===== src/hw/rtl/cbf_pkg.sv =====
// Shared types, constants and arithmetic helpers of the cubic Bezier flattener.
package cbf_pkg;

   localparam int MaxDepthDef = 7;
   localparam int FracBitsDef = 8;

   localparam int CoordW  = 32;
   localparam int WorkW   = 30;
   localparam int DiffW   = 31;
   localparam int MulW    = 33;
   localparam int ProdW   = 66;
   localparam int CsrIdxW = 4;

   localparam logic [31:0] ScaleReset   = 32'd65536;
   localparam logic [31:0] FlatTolReset = 32'd256;
   localparam logic [2:0]  DepthReset   = 3'd7;

   localparam logic signed [63:0] WorkMax  = 64'sd536870911;
   localparam logic signed [63:0] WorkMin  = -64'sd536870912;
   localparam logic signed [63:0] Int32Max = 64'sd2147483647;
   localparam logic signed [63:0] Int32Min = -64'sd2147483648;

   typedef enum logic [CsrIdxW-1:0] {
      REG_SCALE       = 4'd0,
      REG_FLAT_TOL    = 4'd1,
      REG_DEPTH_LIMIT = 4'd2,
      REG_NEGATE_Y    = 4'd3
   } csr_reg_type;

   // Operations of the shared multiplier
   typedef enum logic [4:0] {
      MOP_NONE, MOP_SOUT, MOP_SWORK,
      MOP_AXDY, MOP_AYDX, MOP_BXDY, MOP_BYDX,
      MOP_DXDX, MOP_DYDY,
      MOP_DLL, MOP_DLH, MOP_DHL, MOP_DHH,
      MOP_TLL, MOP_TLH, MOP_THL, MOP_THH
   } mop_type;

   typedef struct packed {
      logic [31:0] scale;
      logic [31:0] flat_tol;
      logic [2:0]  depth_limit;
      logic        negate_y;
   } cfg_type;

   typedef struct packed {
      logic    take;
      mop_type mop;
      logic [2:0] tag;
      logic    diff;
      logic    init_tree;
      logic    split;
      logic    pop;
      logic    emit;
      logic    flush;
   } cbf_cmd_type;

   typedef struct packed {
      logic in_valid;
      logic is_seg;
      logic line_ok;
      logic not_flat;
      logic pend_valid;
      logic out_free;
      logic stack_empty;
      logic lvl_one;
   } cbf_stat_type;

   // Divide by 2^sh, rounding half away from zero
   function automatic logic signed [63:0] round_shift(input logic signed [63:0] v,
                                                     input int sh);
      logic [63:0] m;
      logic [63:0] half;
      if (sh == 0) return v;
      m    = v[63] ? (64'd0 - v) : v;
      half = 64'd1 << (sh - 1);
      m    = (m + half) >> sh;
      return v[63] ? $signed(64'd0 - m) : $signed(m);
   endfunction

   function automatic logic signed [63:0] sat_range(input logic signed [63:0] v,
                                                   input logic signed [63:0] lo,
                                                   input logic signed [63:0] hi);
      return (v < lo) ? lo : ((v > hi) ? hi : v);
   endfunction

   function automatic logic signed [31:0] neg_sat32(input logic signed [31:0] v);
      return (v == 32'sh80000000) ? 32'sh7fffffff : -v;
   endfunction

endpackage


===== src/hw/rtl/cbf_ctrl.sv =====
// Sequencer of the flattener: setup, flatness test, subdivision walk, output.
module cbf_ctrl import cbf_pkg::*; (
   input  logic         clock,
   input  logic         reset,
   input  cbf_stat_type stat,
   output cbf_cmd_type  cmd
);

   typedef enum logic [3:0] {
      S_IDLE, S_LINE, S_SOUT, S_SWORK, S_DRAIN_O, S_DRAIN_W, S_DIFF, S_MUL,
      S_WAIT, S_CMP, S_SPLIT, S_EMIT, S_POP, S_FLUSH
   } state_type;

   state_type  state_ff, state_in;
   logic [3:0] cnt_ff, cnt_in;

   // Order of products for one flatness test
   function automatic mop_type op_of(input logic [3:0] i);
      case (i)
         4'd0:    return MOP_AXDY;
         4'd1:    return MOP_AYDX;
         4'd2:    return MOP_BXDY;
         4'd3:    return MOP_BYDX;
         4'd4:    return MOP_DXDX;
         4'd5:    return MOP_DYDY;
         4'd6:    return MOP_DLL;
         4'd7:    return MOP_DLH;
         4'd8:    return MOP_DHL;
         4'd9:    return MOP_DHH;
         4'd10:   return MOP_TLL;
         4'd11:   return MOP_TLH;
         4'd12:   return MOP_THL;
         4'd13:   return MOP_THH;
         default: return MOP_NONE;
      endcase
   endfunction

   // Decode commands and next state
   always_comb begin
      cmd      = '0;
      cmd.mop  = MOP_NONE;
      state_in = state_ff;
      cnt_in   = cnt_ff;
      case (state_ff)
         S_IDLE: begin
            cmd.take = 1'b1;
            if (stat.in_valid) state_in = S_LINE;
         end
         S_LINE: begin
            if (!stat.is_seg) begin
               cnt_in   = 4'd0;
               state_in = S_SOUT;
            end else if (stat.line_ok) begin
               cnt_in   = 4'd6;
               state_in = S_SOUT;
            end else begin
               cnt_in        = 4'd0;
               cmd.init_tree = 1'b1;
               state_in      = S_SWORK;
            end
         end
         S_SOUT: begin
            cmd.mop = MOP_SOUT;
            cmd.tag = cnt_ff[2:0];
            cnt_in  = cnt_ff + 4'd1;
            if (cnt_ff[0]) state_in = S_DRAIN_O;
         end
         S_SWORK: begin
            cmd.mop = MOP_SWORK;
            cmd.tag = cnt_ff[2:0];
            cnt_in  = cnt_ff + 4'd1;
            if (cnt_ff == 4'd7) state_in = S_DRAIN_W;
         end
         S_DRAIN_O: state_in = S_FLUSH;
         S_DRAIN_W: state_in = S_DIFF;
         S_DIFF: begin
            cmd.diff = 1'b1;
            cnt_in   = 4'd0;
            state_in = S_MUL;
         end
         S_MUL: begin
            cmd.mop = op_of(cnt_ff);
            cnt_in  = cnt_ff + 4'd1;
            if (cnt_ff == 4'd13) state_in = S_WAIT;
         end
         S_WAIT: state_in = S_CMP;
         S_CMP: begin
            if (!stat.not_flat)    state_in = S_EMIT;
            else if (stat.lvl_one) state_in = S_POP;
            else                   state_in = S_SPLIT;
         end
         S_SPLIT: begin
            cmd.split = 1'b1;
            state_in  = S_DIFF;
         end
         S_EMIT: begin
            if (!stat.pend_valid || stat.out_free) begin
               cmd.emit = 1'b1;
               state_in = S_POP;
            end
         end
         S_POP: begin
            if (stat.stack_empty) begin
               state_in = S_FLUSH;
            end else begin
               cmd.pop  = 1'b1;
               state_in = S_DIFF;
            end
         end
         S_FLUSH: begin
            if (!stat.pend_valid || stat.out_free) begin
               cmd.flush = 1'b1;
               state_in  = S_IDLE;
            end
         end
         default: state_in = S_IDLE;
      endcase
   end

   // Hold state and step counter
   always_ff @(posedge clock) begin
      if (reset) begin
         state_ff <= S_IDLE;
         cnt_ff   <= 4'd0;
      end else begin
         state_ff <= state_in;
         cnt_ff   <= cnt_in;
      end
   end

endmodule


===== config.mk =====
export PLATFORM = sky130hd
export DESIGN_NAME = cbf_ctrl
export DESIGN_NICKNAME = d
export VERILOG_FILES = /design/src/hw/rtl/cbf_pkg.sv /design/src/hw/rtl/cbf_ctrl.sv
export SDC_FILE = /design/constraint.sdc
export NUM_CORES = 1
export LEC_CHECK = 0
export BUFFER_PORTS_ARGS = -buffer_cell sky130_fd_sc_hd__buf_4
export CAP_MARGIN = 30
export CELL_PAD_IN_SITES_DETAIL_PLACEMENT = 0
export CELL_PAD_IN_SITES_GLOBAL_PLACEMENT = 1
export CORE_MARGIN = 2
export CORE_UTILIZATION = 34
export DETAILED_ROUTE_END_ITERATION = 8
export MAX_ROUTING_LAYER = met4
export PLACE_DENSITY_LB_ADDON = 0.1
export SYNTH_ARGS = -nofsm -noshare
export SYNTH_HDL_FRONTEND = slang
export SYNTH_SLANG_ARGS = --single-unit
export TNS_END_PERCENT = 1

===== constraint.sdc =====
create_clock -name clock -period 1.8 [get_ports clock]
set_input_delay 0.18 -clock clock [delete_from_list [all_inputs] [get_ports clock]]
set_output_delay 0.18 -clock clock [all_outputs]
set_load 0.02 [all_outputs]

==> metrics.md <==
| Metric | Value |
|---|---|
| Status | finished, violations left |
| Failing checks | design-rule violations, negative setup slack |
| Reg power frac | 0.215 |
| Initial antenna violation count | 0 |
| All-Layer GR Usage | 0.190 |
| TritonCTS Buffers | 3 |
| Met3 GRT Util | 0.0527 |
| Comb pwr share | 0.698 |
| CP required | 2.01 ns |
| Setup TNS | -0.473 ns |
| Sw Share | 0.439 |
| Row cnt | 19 |
| Final Hold Fails | 0 |
| Final critical-path share of the clock period | 1.07 |
| Die ar. | 3460 sq um |
| Register area share after synthesis | 0.255 |
| Layout area overhead | 50.4% |
| Post-route ant nets | 0 |
| P_leak | 0.643 nW |
| CTS Root Buffer Type | clkbuf_4 |
| Fin util | 0.548 |
| Rel. slew slack | 0.737 |
| Met2 Use GR | 0.289 |
| Post-Syn Area | 1020 sq um |
| Crit Path Class | flip-flop to flip-flop |
| Placer Congestion | 0.894 |
| CP Cell Sequence | buf_6 > ha_4 > or4b_4 > a21o_1 > a2111oi_4 > mux2i_1 |
| Worst Slack Setup Final | -0.130 ns |
| Detailed Route Iter0 Violations | 28 |
| Slowest stage delay, CP | 0.44 ns |
| Area of the multi-input gates | 763 sq um |
| HP Class | primary input to flip-flop |
| # diodes | 0 |
| RSZ-0062 raised after global routing | yes |
| Number of synthesized register bits | 13 |
| Starting Density | 0.364 |
| Setup violations, final | 5 |
| Core area | 2810 sq um |
| Clk Latency, worst-skew pair | 0.28 ns |
| Vias in the first global route | 1072 |
| DRC Markers | 1 |
| Upper clock frequency limit | 518 MHz |
| Worst Path Arrival | 2.14 ns |
| Mapped Avg Cell Area | 7.63 sq um |
| Synth unique cells | 40 |
| M1 GR Usage | 0.254 |
| Final wirelength | 2.96 mm |
| Worst slew pin tran | 0.392 ns |
| Hpwl dp | 2.37 mm |
| Die Y | 58.8 microns |
| Worst Setup End Kind | flip-flop |
| Pre-CTS setup slack | -0.203 ns |
| Crit-path slowest cell | or4b_4 |
| Grt ovf | 0 |
| Max H-tree Level | 1 |
| CTS tree | built |
| Filler instances | 275 |
| Synth area leader | dfxtp_1 |
| Die W | 58.8 microns |
| Largest net degree at the start of global routing | 13 |
| Buf/Inv on CP | 1 |
| Tmin final | 1.93 ns |
| CTS Buffer Depth | 2 |
| Max Cap Viol | 0 |
| Total number of yosys warnings | 0 |
| Int Pwr | 1.15 mW |
| Layout cells sized above 1 | 0.412 |
| Number of vias per cell | 5.33 |
| Post-Synthesis Cells | 134 |
| Worst Skew | 0.00255 ns |
| P per Cell Area | 1330 nW/um^2 |
| Number of I/O pins | 25 |
| Routed WL per cell | 13.9 microns |
| Drt first pass iters | 6 |
| Clock Power Share | 0.087 |
| Sw Pwr | 898 uW |
| Layer with the highest usage | met2 |
| Total power | 2.04 mW |
| CTS sink cnt | 13 |
| Synthesized net count | 148 |
| Reg2Reg Setup Slack | -0.13 ns |
| CP Launch Type | flip-flop |
| Crit-path leading delay family | compound AO/OA/AOI/OAI gates |
| PortBufs | 24 |
| Sequential standard cell area | 267 sq um |
| Ranking of synthesized cells by area | dfxtp_1 (25%), a21oi_1 (6.4%), nand2b_1 (5.5%) |
| Crit-path max FO | 3 |
| Max IR drop VDD | 572 uV |
| Yosys top cell area share | 0.255 |
| Clk pin slew, worst setup/hold paths | 0.07 ns |
| Slew Limit Fails | 0 |
| First-pass GRT wire length | 4.89 mm |
| Post-layout net count | 197 |
| Vias after detailed routing | 1136 |
==> kinds of logic (layout without fill, tap and decap cells) <==
group,count (synthesis),in the layout,share of synthesized area
adder cells (fa/ha/maj),4,4,0.0490
buffers and inverters,15,63,0.0575
multiplexers,6,6,0.0600
AO/OA/AOI/OAI,34,34,0.233
flip-flops,13,13,0.255
AND/OR/NAND/NOR,61,61,0.338
XOR/XNOR,1,1,0.00857
==> power groups by stage <==
stage,registers [mW],logic [mW],clock network (mW)
after floorplan,0.416,0.774,0
after global placement,0.426,1.33,0
after detailed placement,0.425,1.35,0
after CTS,0.430,1.37,0.185
after global routing,0.451,1.56,0.197
final,0.440,1.43,0.177
==> through the flow <==
step | hold WS, ns | area, sq um | cells
after global routing | 0.173 | 1540 | 213
final | 0.175 | 1540 | 213
after floorplan | 0.449 | 1020 | 134
after detailed placement | 0.464 | 1430 | 209
after global placement | 0.463 | 1430 | 209
after CTS | 0.167 | 1480 | 213
==> path summary, 6_finish.rpt <==
kind / start / to / cells past startpoint
setup / recovery: cnt_ff[1] / flip-flop / 6
hold / removal: reset / state_ff[1] / 2
setup reg to reg: cnt_ff[1] / flip-flop / 6
hold reg to reg: cnt_ff[3] / state_ff[0] / 3
==> what timing repair did <==
| item | in CTS | in global routing |
|---|---|---|
| buffers inserted | 0 | 0 |
| pin swaps | 2 | 6 |
| gates resized for setup | 9 | 14 |
| hold buffers | 0 | 0 |
| endpoints found under the setup margin | 7 | 12 |
==> Yosys cell counts <==
cell / n
and2_1: 3
o211a_1: 1
nor4_1: 2
or3_1: 1
mux2i_1: 5
and3_1: 1
nor2_1: 9
nand2b_1: 9
nor4b_1: 1
or4b_1: 1
nor3_1: 9
o21ai_1: 1
nand2_1: 6
nor2b_1: 6
a2111oi_4: 1
o2bb2ai_1: 1
a311o_1: 1
a211oi_1: 1
ha_1: 4
inv_1: 5
nand3_1: 4
a41oi_1: 2
dfxtp_1: 13
or2_2: 3
o221ai_1: 1
a22oi_1: 1
a21oi_1: 13
a211o_1: 2
mux2_1: 1
o21bai_1: 1
o21ai_0: 6
clkbuf_1: 7
buf_2: 2
xnor2_1: 1
and4b_1: 2
nor3b_1: 2
nand3b_1: 1
a21o_1: 2
nand4_1: 1
buf_1: 1
==> routing by layer <==
layer	up-vias	routed length (microns)
met2	27	1410
met4	0	25
met5	-	0
met1	526	1370
met3	6	161
li1	577	-
==> area by class of cell <==
| type | instances | area share |
|---|---|---|
| inverter | 5 | 0.0122 |
| multi-input combinational | 106 | 0.496 |
| timing repair buffer | 54 | 0.276 |
| tap | 31 | 0.0252 |
| sequential | 13 | 0.173 |
| clock buffer | 4 | 0.0171 |
==> placed cells by master (no fill, tap or decap), drive strengths merged, types with 3 or more instances in the layout <==
cell type | Yosys | routed
and2 | 3 | 3
inv | 5 | 5
a21oi | 13 | 13
buf | 3 | 54
nand2b | 9 | 9
or2 | 3 | 3
dfxtp | 13 | 13
nor2b | 6 | 6
nor2 | 9 | 9
nor3 | 9 | 9
nand3 | 4 | 4
nand2 | 6 | 6
clkbuf | 7 | 4
o21ai | 7 | 7
mux2i | 5 | 5
ha | 4 | 4
No activity file was read; power rests on OpenSTA's default activity.
