<file path="config.mk">
export PLATFORM = sky130hd
export DESIGN_NAME = cbf_csr_flat
export DESIGN_NICKNAME = d
export VERILOG_FILES = /design/src/hw/rtl/cbf_pkg.sv /design/src/hw/rtl/cbf_ifs.sv /design/src/hw/rtl/cbf_csr.sv /design/src/flat_wrapper.sv
export SDC_FILE = /design/constraint.sdc
export NUM_CORES = 1
export LEC_CHECK = 0
export ABC_AREA = 1
export BUFFER_PORTS_ARGS = -buffer_cell sky130_fd_sc_hd__buf_2
export CORE_AREA = 10 10 91 93
export CTS_CLUSTER_SIZE = 8
export DETAILED_ROUTE_END_ITERATION = 8
export DIE_AREA = 0 0 101 103
export PLACE_DENSITY = 0.86
export SKIP_LAST_GASP = 1
export SLEW_MARGIN = 20
export SYNTH_ARGS = -nofsm -noshare
export SYNTH_HDL_FRONTEND = slang
export SYNTH_SLANG_ARGS = --single-unit
</file>
<file path="constraint.sdc">
create_clock -name clock -period 1.56 [get_ports clock]
set_clock_uncertainty 0.1 [all_clocks]
set_input_delay 0.078 -clock clock [delete_from_list [all_inputs] [get_ports clock]]
set_output_delay 0.078 -clock clock [all_outputs]
set_load 0.005 [all_outputs]
</file>
<file path="src/hw/rtl/cbf_pkg.sv">
// Shared types, constants and arithmetic helpers of the cubic Bezier flattener.
package cbf_pkg;

   localparam int MaxDepthDef = 7;
   localparam int FracBitsDef = 8;

   localparam int CoordW  = 32;
   localparam int WorkW   = 30;
   localparam int DiffW   = 31;
   localparam int MulW    = 33;
   localparam int ProdW   = 66;
   localparam int CsrIdxW = 4;

   localparam logic [31:0] ScaleReset   = 32'd65536;
   localparam logic [31:0] FlatTolReset = 32'd256;
   localparam logic [2:0]  DepthReset   = 3'd7;

   localparam logic signed [63:0] WorkMax  = 64'sd536870911;
   localparam logic signed [63:0] WorkMin  = -64'sd536870912;
   localparam logic signed [63:0] Int32Max = 64'sd2147483647;
   localparam logic signed [63:0] Int32Min = -64'sd2147483648;

   typedef enum logic [CsrIdxW-1:0] {
      REG_SCALE       = 4'd0,
      REG_FLAT_TOL    = 4'd1,
      REG_DEPTH_LIMIT = 4'd2,
      REG_NEGATE_Y    = 4'd3
   } csr_reg_type;

   // Operations of the shared multiplier
   typedef enum logic [4:0] {
      MOP_NONE, MOP_SOUT, MOP_SWORK,
      MOP_AXDY, MOP_AYDX, MOP_BXDY, MOP_BYDX,
      MOP_DXDX, MOP_DYDY,
      MOP_DLL, MOP_DLH, MOP_DHL, MOP_DHH,
      MOP_TLL, MOP_TLH, MOP_THL, MOP_THH
   } mop_type;

   typedef struct packed {
      logic [31:0] scale;
      logic [31:0] flat_tol;
      logic [2:0]  depth_limit;
      logic        negate_y;
   } cfg_type;

   typedef struct packed {
      logic    take;
      mop_type mop;
      logic [2:0] tag;
      logic    diff;
      logic    init_tree;
      logic    split;
      logic    pop;
      logic    emit;
      logic    flush;
   } cbf_cmd_type;

   typedef struct packed {
      logic in_valid;
      logic is_seg;
      logic line_ok;
      logic not_flat;
      logic pend_valid;
      logic out_free;
      logic stack_empty;
      logic lvl_one;
   } cbf_stat_type;

   // Divide by 2^sh, rounding half away from zero
   function automatic logic signed [63:0] round_shift(input logic signed [63:0] v,
                                                     input int sh);
      logic [63:0] m;
      logic [63:0] half;
      if (sh == 0) return v;
      m    = v[63] ? (64'd0 - v) : v;
      half = 64'd1 << (sh - 1);
      m    = (m + half) >> sh;
      return v[63] ? $signed(64'd0 - m) : $signed(m);
   endfunction

   function automatic logic signed [63:0] sat_range(input logic signed [63:0] v,
                                                   input logic signed [63:0] lo,
                                                   input logic signed [63:0] hi);
      return (v < lo) ? lo : ((v > hi) ? hi : v);
   endfunction

   function automatic logic signed [31:0] neg_sat32(input logic signed [31:0] v);
      return (v == 32'sh80000000) ? 32'sh7fffffff : -v;
   endfunction

endpackage

</file>
<file path="src/hw/rtl/cbf_ifs.sv">


interface cbf_csr_if import cbf_pkg::*; ();
   logic valid;
   logic ready;
   logic [CsrIdxW-1:0] index;
   logic [31:0] data;
   modport source(output valid, index, data, input ready);
   modport sink(input valid, index, data, output ready);
endinterface

</file>
<file path="src/hw/rtl/cbf_csr.sv">
// Configuration registers of the flattener.
module cbf_csr import cbf_pkg::*; (
   input  logic    clock,
   input  logic    reset,
   cbf_csr_if.sink csr,
   output cfg_type cfg
);

   cfg_type cfg_ff;

   assign csr.ready = 1'b1;
   assign cfg       = cfg_ff;

   // Take a register write on each transfer
   always_ff @(posedge clock) begin
      if (reset) begin
         cfg_ff.scale       <= ScaleReset;
         cfg_ff.flat_tol    <= FlatTolReset;
         cfg_ff.depth_limit <= DepthReset;
         cfg_ff.negate_y    <= 1'b0;
      end else if (csr.valid) begin
         case (csr.index)
            REG_SCALE:       cfg_ff.scale       <= csr.data;
            REG_FLAT_TOL:    cfg_ff.flat_tol    <= csr.data;
            REG_DEPTH_LIMIT: cfg_ff.depth_limit <= csr.data[2:0];
            REG_NEGATE_Y:    cfg_ff.negate_y    <= csr.data[0];
            default: ;
         endcase
      end
   end

endmodule

</file>
<file path="src/flat_wrapper.sv">
// flat-port wrapper written by rule: the top's interface ports become plain ports
module cbf_csr_flat import cbf_pkg::*;
  (clock, reset, cfg, csr_valid, csr_index, csr_data, csr_ready);
  cbf_csr_if csr_i ();
  input  logic clock;
  input  logic reset;
  output cfg_type cfg;
  input wire logic [$bits(csr_i.valid)-1:0] csr_valid;
  input wire logic [$bits(csr_i.index)-1:0] csr_index;
  input wire logic [$bits(csr_i.data)-1:0] csr_data;
  output wire logic [$bits(csr_i.ready)-1:0] csr_ready;
  assign csr_i.valid = csr_valid;
  assign csr_i.index = csr_index;
  assign csr_i.data = csr_data;
  assign csr_ready = csr_i.ready;
  cbf_csr u_core (.clock(clock), .reset(reset), .csr(csr_i), .cfg(cfg));
endmodule
</file>
==> results of run 1 <==
worst reg2reg max path: cells and delay by family (launching register included):
family        cells  cell delay, ns
simple gates      2            0.17
flops             1            0.35
buf+inv           2            0.08
worst paths after layout:
check | end | depth (start not counted)
worst max-delay path | cfg[62] | 1
worst min-delay path | u_core.cfg[30] | 5
worst max register to register | u_core.cfg[61] | 4
worst min register to register | u_core.cfg[2] | 2
power groups by stage:
stage / clock network, mW / logic, mW / registers (mW)
2_1_floorplan: 0 / 0.242 / 1.84
3_3_place_gp: 0 / 0.383 / 1.83
3_5_place_dp: 0 / 0.395 / 1.83
4_1_cts: 1.62 / 0.451 / 1.79
5_1_grt: 1.69 / 0.514 / 1.80
6_report: 1.60 / 0.457 / 1.79
layout by cell type, fill, tap and decap left out:
master         Yosys  layout
nand4_1           68      68
inv_2              5       5
nor2_1            94      94
dfxtp_1           68      68
dlygate4sd3_1      0      28
buf_4              5      13
nor2_4             2       2
bufinv_16          0       2
buf_12             0       1
clkinv_2           0       3
clkbuf_8           0      10
clkbuf_1           7       1
nand2_1          102     102
o21ai_0            1       1
nand3_2            1       1
nor2_2             2       2
inv_1             96      96
nand3_1            7       7
buf_2             15     106
conb_1             1       1
synth_stat cells:
library cell,n
buf_1,7
buf_2,15
buf_4,5
clkbuf_1,7
conb_1,1
dfxtp_1,68
inv_1,96
inv_2,5
nand2_1,102
nand3_1,7
nand3_2,1
nand4_1,68
nor2_1,94
nor2_2,2
nor2_4,2
o21ai_0,1
routing by layer:
layer,up-vias,track usage,share of wire
met3,37,0.0583,0.082
met4,0,0.109,0.039
li1,1714,-,-
met2,143,0.313,0.49
met1,1532,0.188,0.38
met5,-,0,0
kinds of logic (layout without fill, tap and decap cells):
group,Yosys count,after routing
AND/OR/NAND/NOR,276,276
buffers and inverters,135,265
flip-flops,68,68
other,1,1
AO/OA/AOI/OAI,1,1
per-stage QoR:
stage / hold WS (ns) / utilization
final: 0.0193 / 0.645
after global routing: 0.0299 / 0.645
after CTS: 0.0122 / 0.645
after detailed placement: 0.275 / 0.569
after global placement: 0.257 / 0.569
after floorplan: 0.155 / -
area by class of cell:
class,count,area (µm²)
clock buffers,11,141
well taps,80,100
repair buffers,148,928
multi-input cells,278,1250
flip-flops and latches,68,1360
inverters,101,379
fillers,581,2330
clock inverters,5,75.1
==> impl_metrics.tcl, run 1 <==
set metrics [dict create \
    synth_top_family_by_area "simple AND/OR/NAND/NOR gates" \
    fin_cells 691 \
    wl_per_cell_um 13.8 \
    critical_path_peak_fanout 2 \
    clockPowerShare 0.415 \
    design.die.area_mm2 0.0104 \
    synth_top_area_cell "dfxtp_1" \
    post-route-period-util 0.653 \
    critPathTopFamily "flip-flops" \
    criticalPathCategory "register to output pin" \
    clock_latency_ns 0.34 \
    crit_slowest_cell "dfxtp_1" \
    drv_slew 0 \
    chipWidth_um 101 \
    yosys.area_share.simple 0.393 \
    grt_pass1_wl_um 15300 \
    cts_hold_buffers 28 \
    synth.ff_latch_count 68 \
    swShare 0.246 \
    num_rows 30 \
    max_freq_ghz 0.982 \
    tns_ns 0 \
    port_buffers 106 \
    yosysWarnings 0 \
    antenna_found_initial 0 \
    placedCellCount 647 \
    crit_arrival_ns 0.84 \
    r2r_slack_ns 0.80 \
    post-cts-setup-buffers 0 \
    pwr-share-seq 0.466 \
    setup_violations 0 \
    required_ns 1.38 \
    path_buf_inv 1 \
    yosys.area_share.adder 0 \
    comb_power_share 0.119 \
    first_pass_iters 6 \
    n_antenna_cell 0 \
    final_nets 645 \
    synth_xor_area_frac 0 \
    synth_nets 520 \
    yosys-top-cells-area "dfxtp_1 (43%), nand4_1 (13%), nand2_1 (12%)" \
    drive_above_1_share 0.237 \
    gp_congestion 0.767 \
    hpwl_um 6430 \
    numCtsBuffers 9 \
    cp-startpoint "u_core.cfg[62]" \
    grt_max_degree 69 \
    wirelength_um 9530 \
    synth-compound-area-share 0.00159 \
    dpl_cell_area_mm2 0.00374 \
    ys_seq_area_frac 0.431 \
    overflow 0 \
    yosysUniqueCellTypes 16 \
    status "completed" \
    preCtsSetupSlack_ns 0.284 \
    power.density_mw_per_mm2 909 \
    grt_usage 0.181 \
    max-vdd-ir-drop_mv 0.581 \
    min_from "csr_data[26]" \
    cap_violations 0 \
    finalHoldViolCount 0 \
    viasPerCell 4.96 \
    start_util 0.480 \
    syn_area_per_cell_um2 6.56 \
    muxShareOfSynthArea 0 \
    clockBufferDepth 2 \
    p_int_mw 2.90 \
    synth_cells 481 \
    synth_top_area_frac 0.431 \
    die_h_um 103 \
    crit_chain "buf_2" \
    clkTransAtPathRegs_ns 0.07 \
    cts_resized 0 \
    ios 108 \
    worst_setup_path_start_kind "register" \
    cts_max_level 3 \
    critical-path-max-stage-delay_ns 0.35 \
    drtIter0Drc 164 \
    antenna_left 0 \
    cts_root_buffer "clkbuf_8" \
    end_kind "output pin" \
    first_global_vias 3319 \
    p_leak_nw 2.28 \
    cts_tree "yes" \
    vias 3426 \
    power_mw 3.85 \
    rr_startpoint "u_core.cfg[61]" \
    layout_setup_ws_ns 0.541 \
    largest_reg_flops 68 \
    rsz0062_at_grt "no" \
    clock-sinks 68 \
    min_path_type "input pin to register" \
    syn_area_mm2 0.00316 \
    switchingPower_mw 0.948 \
    drc_errors 0 \
    period_minus_slack_ns 1.02 \
    final_cell_area_mm2 0.00424 \
    area_growth_pct 34.2 \
    fp.coreArea_mm2 0.00657 \
]
(Power assumes the default switching activity.)
==> run 2: changes to the inputs <==
CORE_AREA = 10 10 95 97   (was 10 10 91 93)
DIE_AREA = 0 0 105 107   (was 0 0 101 103)
PLACE_DENSITY = 0.83   (was 0.86)
clock period = 0.89 ns   (was 1.56 ns; I/O delays follow)
==> run 2 against run 1 <==
Net effect: the run now ends with setup timing left; clock power rose by 53%; sequential power increased by 77%; worst hold slack better by 0.014 ns; core utilization up 3.2 points; global-route usage is 0.68 points lower; critical path depth unchanged; register-to-register slack worse by 0.76 ns; sequential cell count stayed put; cell count increased by 4.2%; sequential share of layout area shrank 2.2 points; die area rose by 8.0%; total power grew 71%.
==> impl_metrics.tcl, run 2 (synthesis results as in run 1) <==
set metrics [dict create \
    crit_arrival_ns 0.77 \
    drv_slew 0 \
    rr_worst_depth 5 \
    clkTransAtPathRegs_ns 0.08 \
    hpwl_um 6730 \
    largest_reg_flops 68 \
    finalHoldViolCount 0 \
    required_ns 0.75 \
    max_freq_ghz 1.09 \
    crit_chain "buf_6" \
    most-common-layout-cells "nand2_1 (101), nor2_1 (93), inv_1 (75), nand4_1 (68), dfxtp_2 (68)" \
    cts_root_buffer "clkbuf_8" \
    cp-startpoint "u_core.cfg[66]" \
    n_fill_cell 586 \
    cts_tree "yes" \
    fin_cells 720 \
    area_growth_pct 53.1 \
    whs_ns 0.0332 \
    final_common_cell "nand2_1" \
    tns_ns -0.868 \
    drive_above_1_share 0.385 \
    rsz0062_at_grt "yes" \
    gp_congestion 0.828 \
    vias 3465 \
    crit_slowest_cell "dfxtp_2" \
    first_pass_iters 5 \
    clock_latency_ns 0.32 \
    worst_setup_path_start_kind "register" \
    start_util 0.442 \
    fp.coreArea_mm2 0.00714 \
    min_from "csr_index[2]" \
    layout_setup_ws_ns -0.0267 \
    cap_violations 0 \
    post-route-period-util 1.03 \
    grt_max_degree 43 \
    rr_startpoint "u_core.cfg[66]" \
    design.die.area_mm2 0.0112 \
    grt_pass1_wl_um 16300 \
    placedCellCount 671 \
    first_global_vias 3382 \
    status "finished, violations left" \
    p_leak_nw 2.41 \
    clockBufferDepth 2 \
    clock-sinks 68 \
    grt_usage 0.174 \
    path_buf_inv 1 \
    r2r_slack_ns 0.04 \
    wirelength_um 10400 \
    worstReg2RegEnd "u_core.cfg[66]" \
    antenna_left 0 \
    drc_errors 0 \
    power.density_mw_per_mm2 1360 \
    critPathTopFamily "flip-flops" \
    die_h_um 107 \
    violations "setup timing" \
    antenna_found_initial 1 \
    period_minus_slack_ns 0.917 \
    drtIter0Drc 198 \
    max-vdd-ir-drop_mv 0.869 \
    critical-path-max-stage-delay_ns 0.34 \
    cts_max_level 3 \
    criticalPathCategory "register to output pin" \
    ios 108 \
    port_buffers 106 \
    min_path_type "input pin to register" \
    final_nets 655 \
    min_path_cells 5 \
    hold_end "u_core.cfg[12]" \
    overflow 0 \
    chipWidth_um 105 \
    end_kind "output pin" \
    viasPerCell 4.81 \
    setup_violations 68 \
    wl_per_cell_um 14.4 \
    critical_path_peak_fanout 2 \
    numCtsBuffers 9 \
    num_rows 31 \
]
run 2: cell types whose count changed in the layout (fill, tap and decap cells not counted), sizes merged, moves of 2 or more:
cell | previous run | this run
clkbuf | 11 | 13
buf | 120 | 126
dlygate4sd3 | 28 | 30
clkinv | 3 | 1
dlymetal6s4s | 0 | 2
run 2: layer usage:
layer / wire, µm / share of wire / track usage / vias up
li1: - / - / - / 1729
met1: 4030 / 0.39 / 0.189 / 1569
met2: 5390 / 0.52 / 0.301 / 138
met3: 659 / 0.063 / 0.0479 / 29
met4: 311 / 0.030 / 0.101 / 0
met5: 0 / 0 / 0 / -
run 2: layout make-up:
cell class | count | area [µm²] | share of cell area
Clock buffer | 13 | 149 | 0.0308
Sequential cell | 68 | 1450 | 0.299
Multi-Input combinational cell | 278 | 1250 | 0.260
Timing Repair Buffer | 158 | 1440 | 0.298
Antenna cell | 1 | 2.50 | 0.000518
Tap cell | 99 | 124 | 0.0256
Clock inverter | 2 | 35.0 | 0.00725
Inverter | 101 | 379 | 0.0785
run 2: timing repair:
action / CTS / global route
setup buffers: 7 / 1
gates resized for setup: 95 / 56
hold buffers: 32 / 0
endpoints found under the setup margin: 68 / 104
pin swaps: 0 / 23
endpoints found under the hold margin: 64 / 0
run 2: stage by stage:
| stage | total power, mW | util | cell area, µm² | setup WS, ns |
|---|---|---|---|---|
| floorplan | 3.64 | - | 3160 | -0.0219 |
| global placement | 3.93 | 0.539 | 3850 | -0.227 |
| detailed placement | 3.96 | 0.539 | 3850 | -0.230 |
| CTS | 6.56 | 0.654 | 4670 | -0.0498 |
| global route | 6.88 | 0.677 | 4830 | -0.0732 |
| finish | 6.57 | 0.677 | 4830 | -0.0267 |
run 2: worst max path at each step:
stage | end | slack, ns | cells past startpoint
floorplan | u_core.cfg[11] | -0.02 | 5
global placement | u_core.cfg[20] | -0.23 | 7
detailed placement | u_core.cfg[8] | -0.23 | 7
CTS | cfg[34] | -0.05 | 1
global route | cfg[66] | -0.07 | 1
finish | cfg[66] | -0.03 | 1
run 2: report_power, final:
group	switching, mW	internal [mW]	total, mW
clock network	1.09	1.36	2.45
registers	0.0500	3.12	3.17
logic	0.495	0.449	0.944
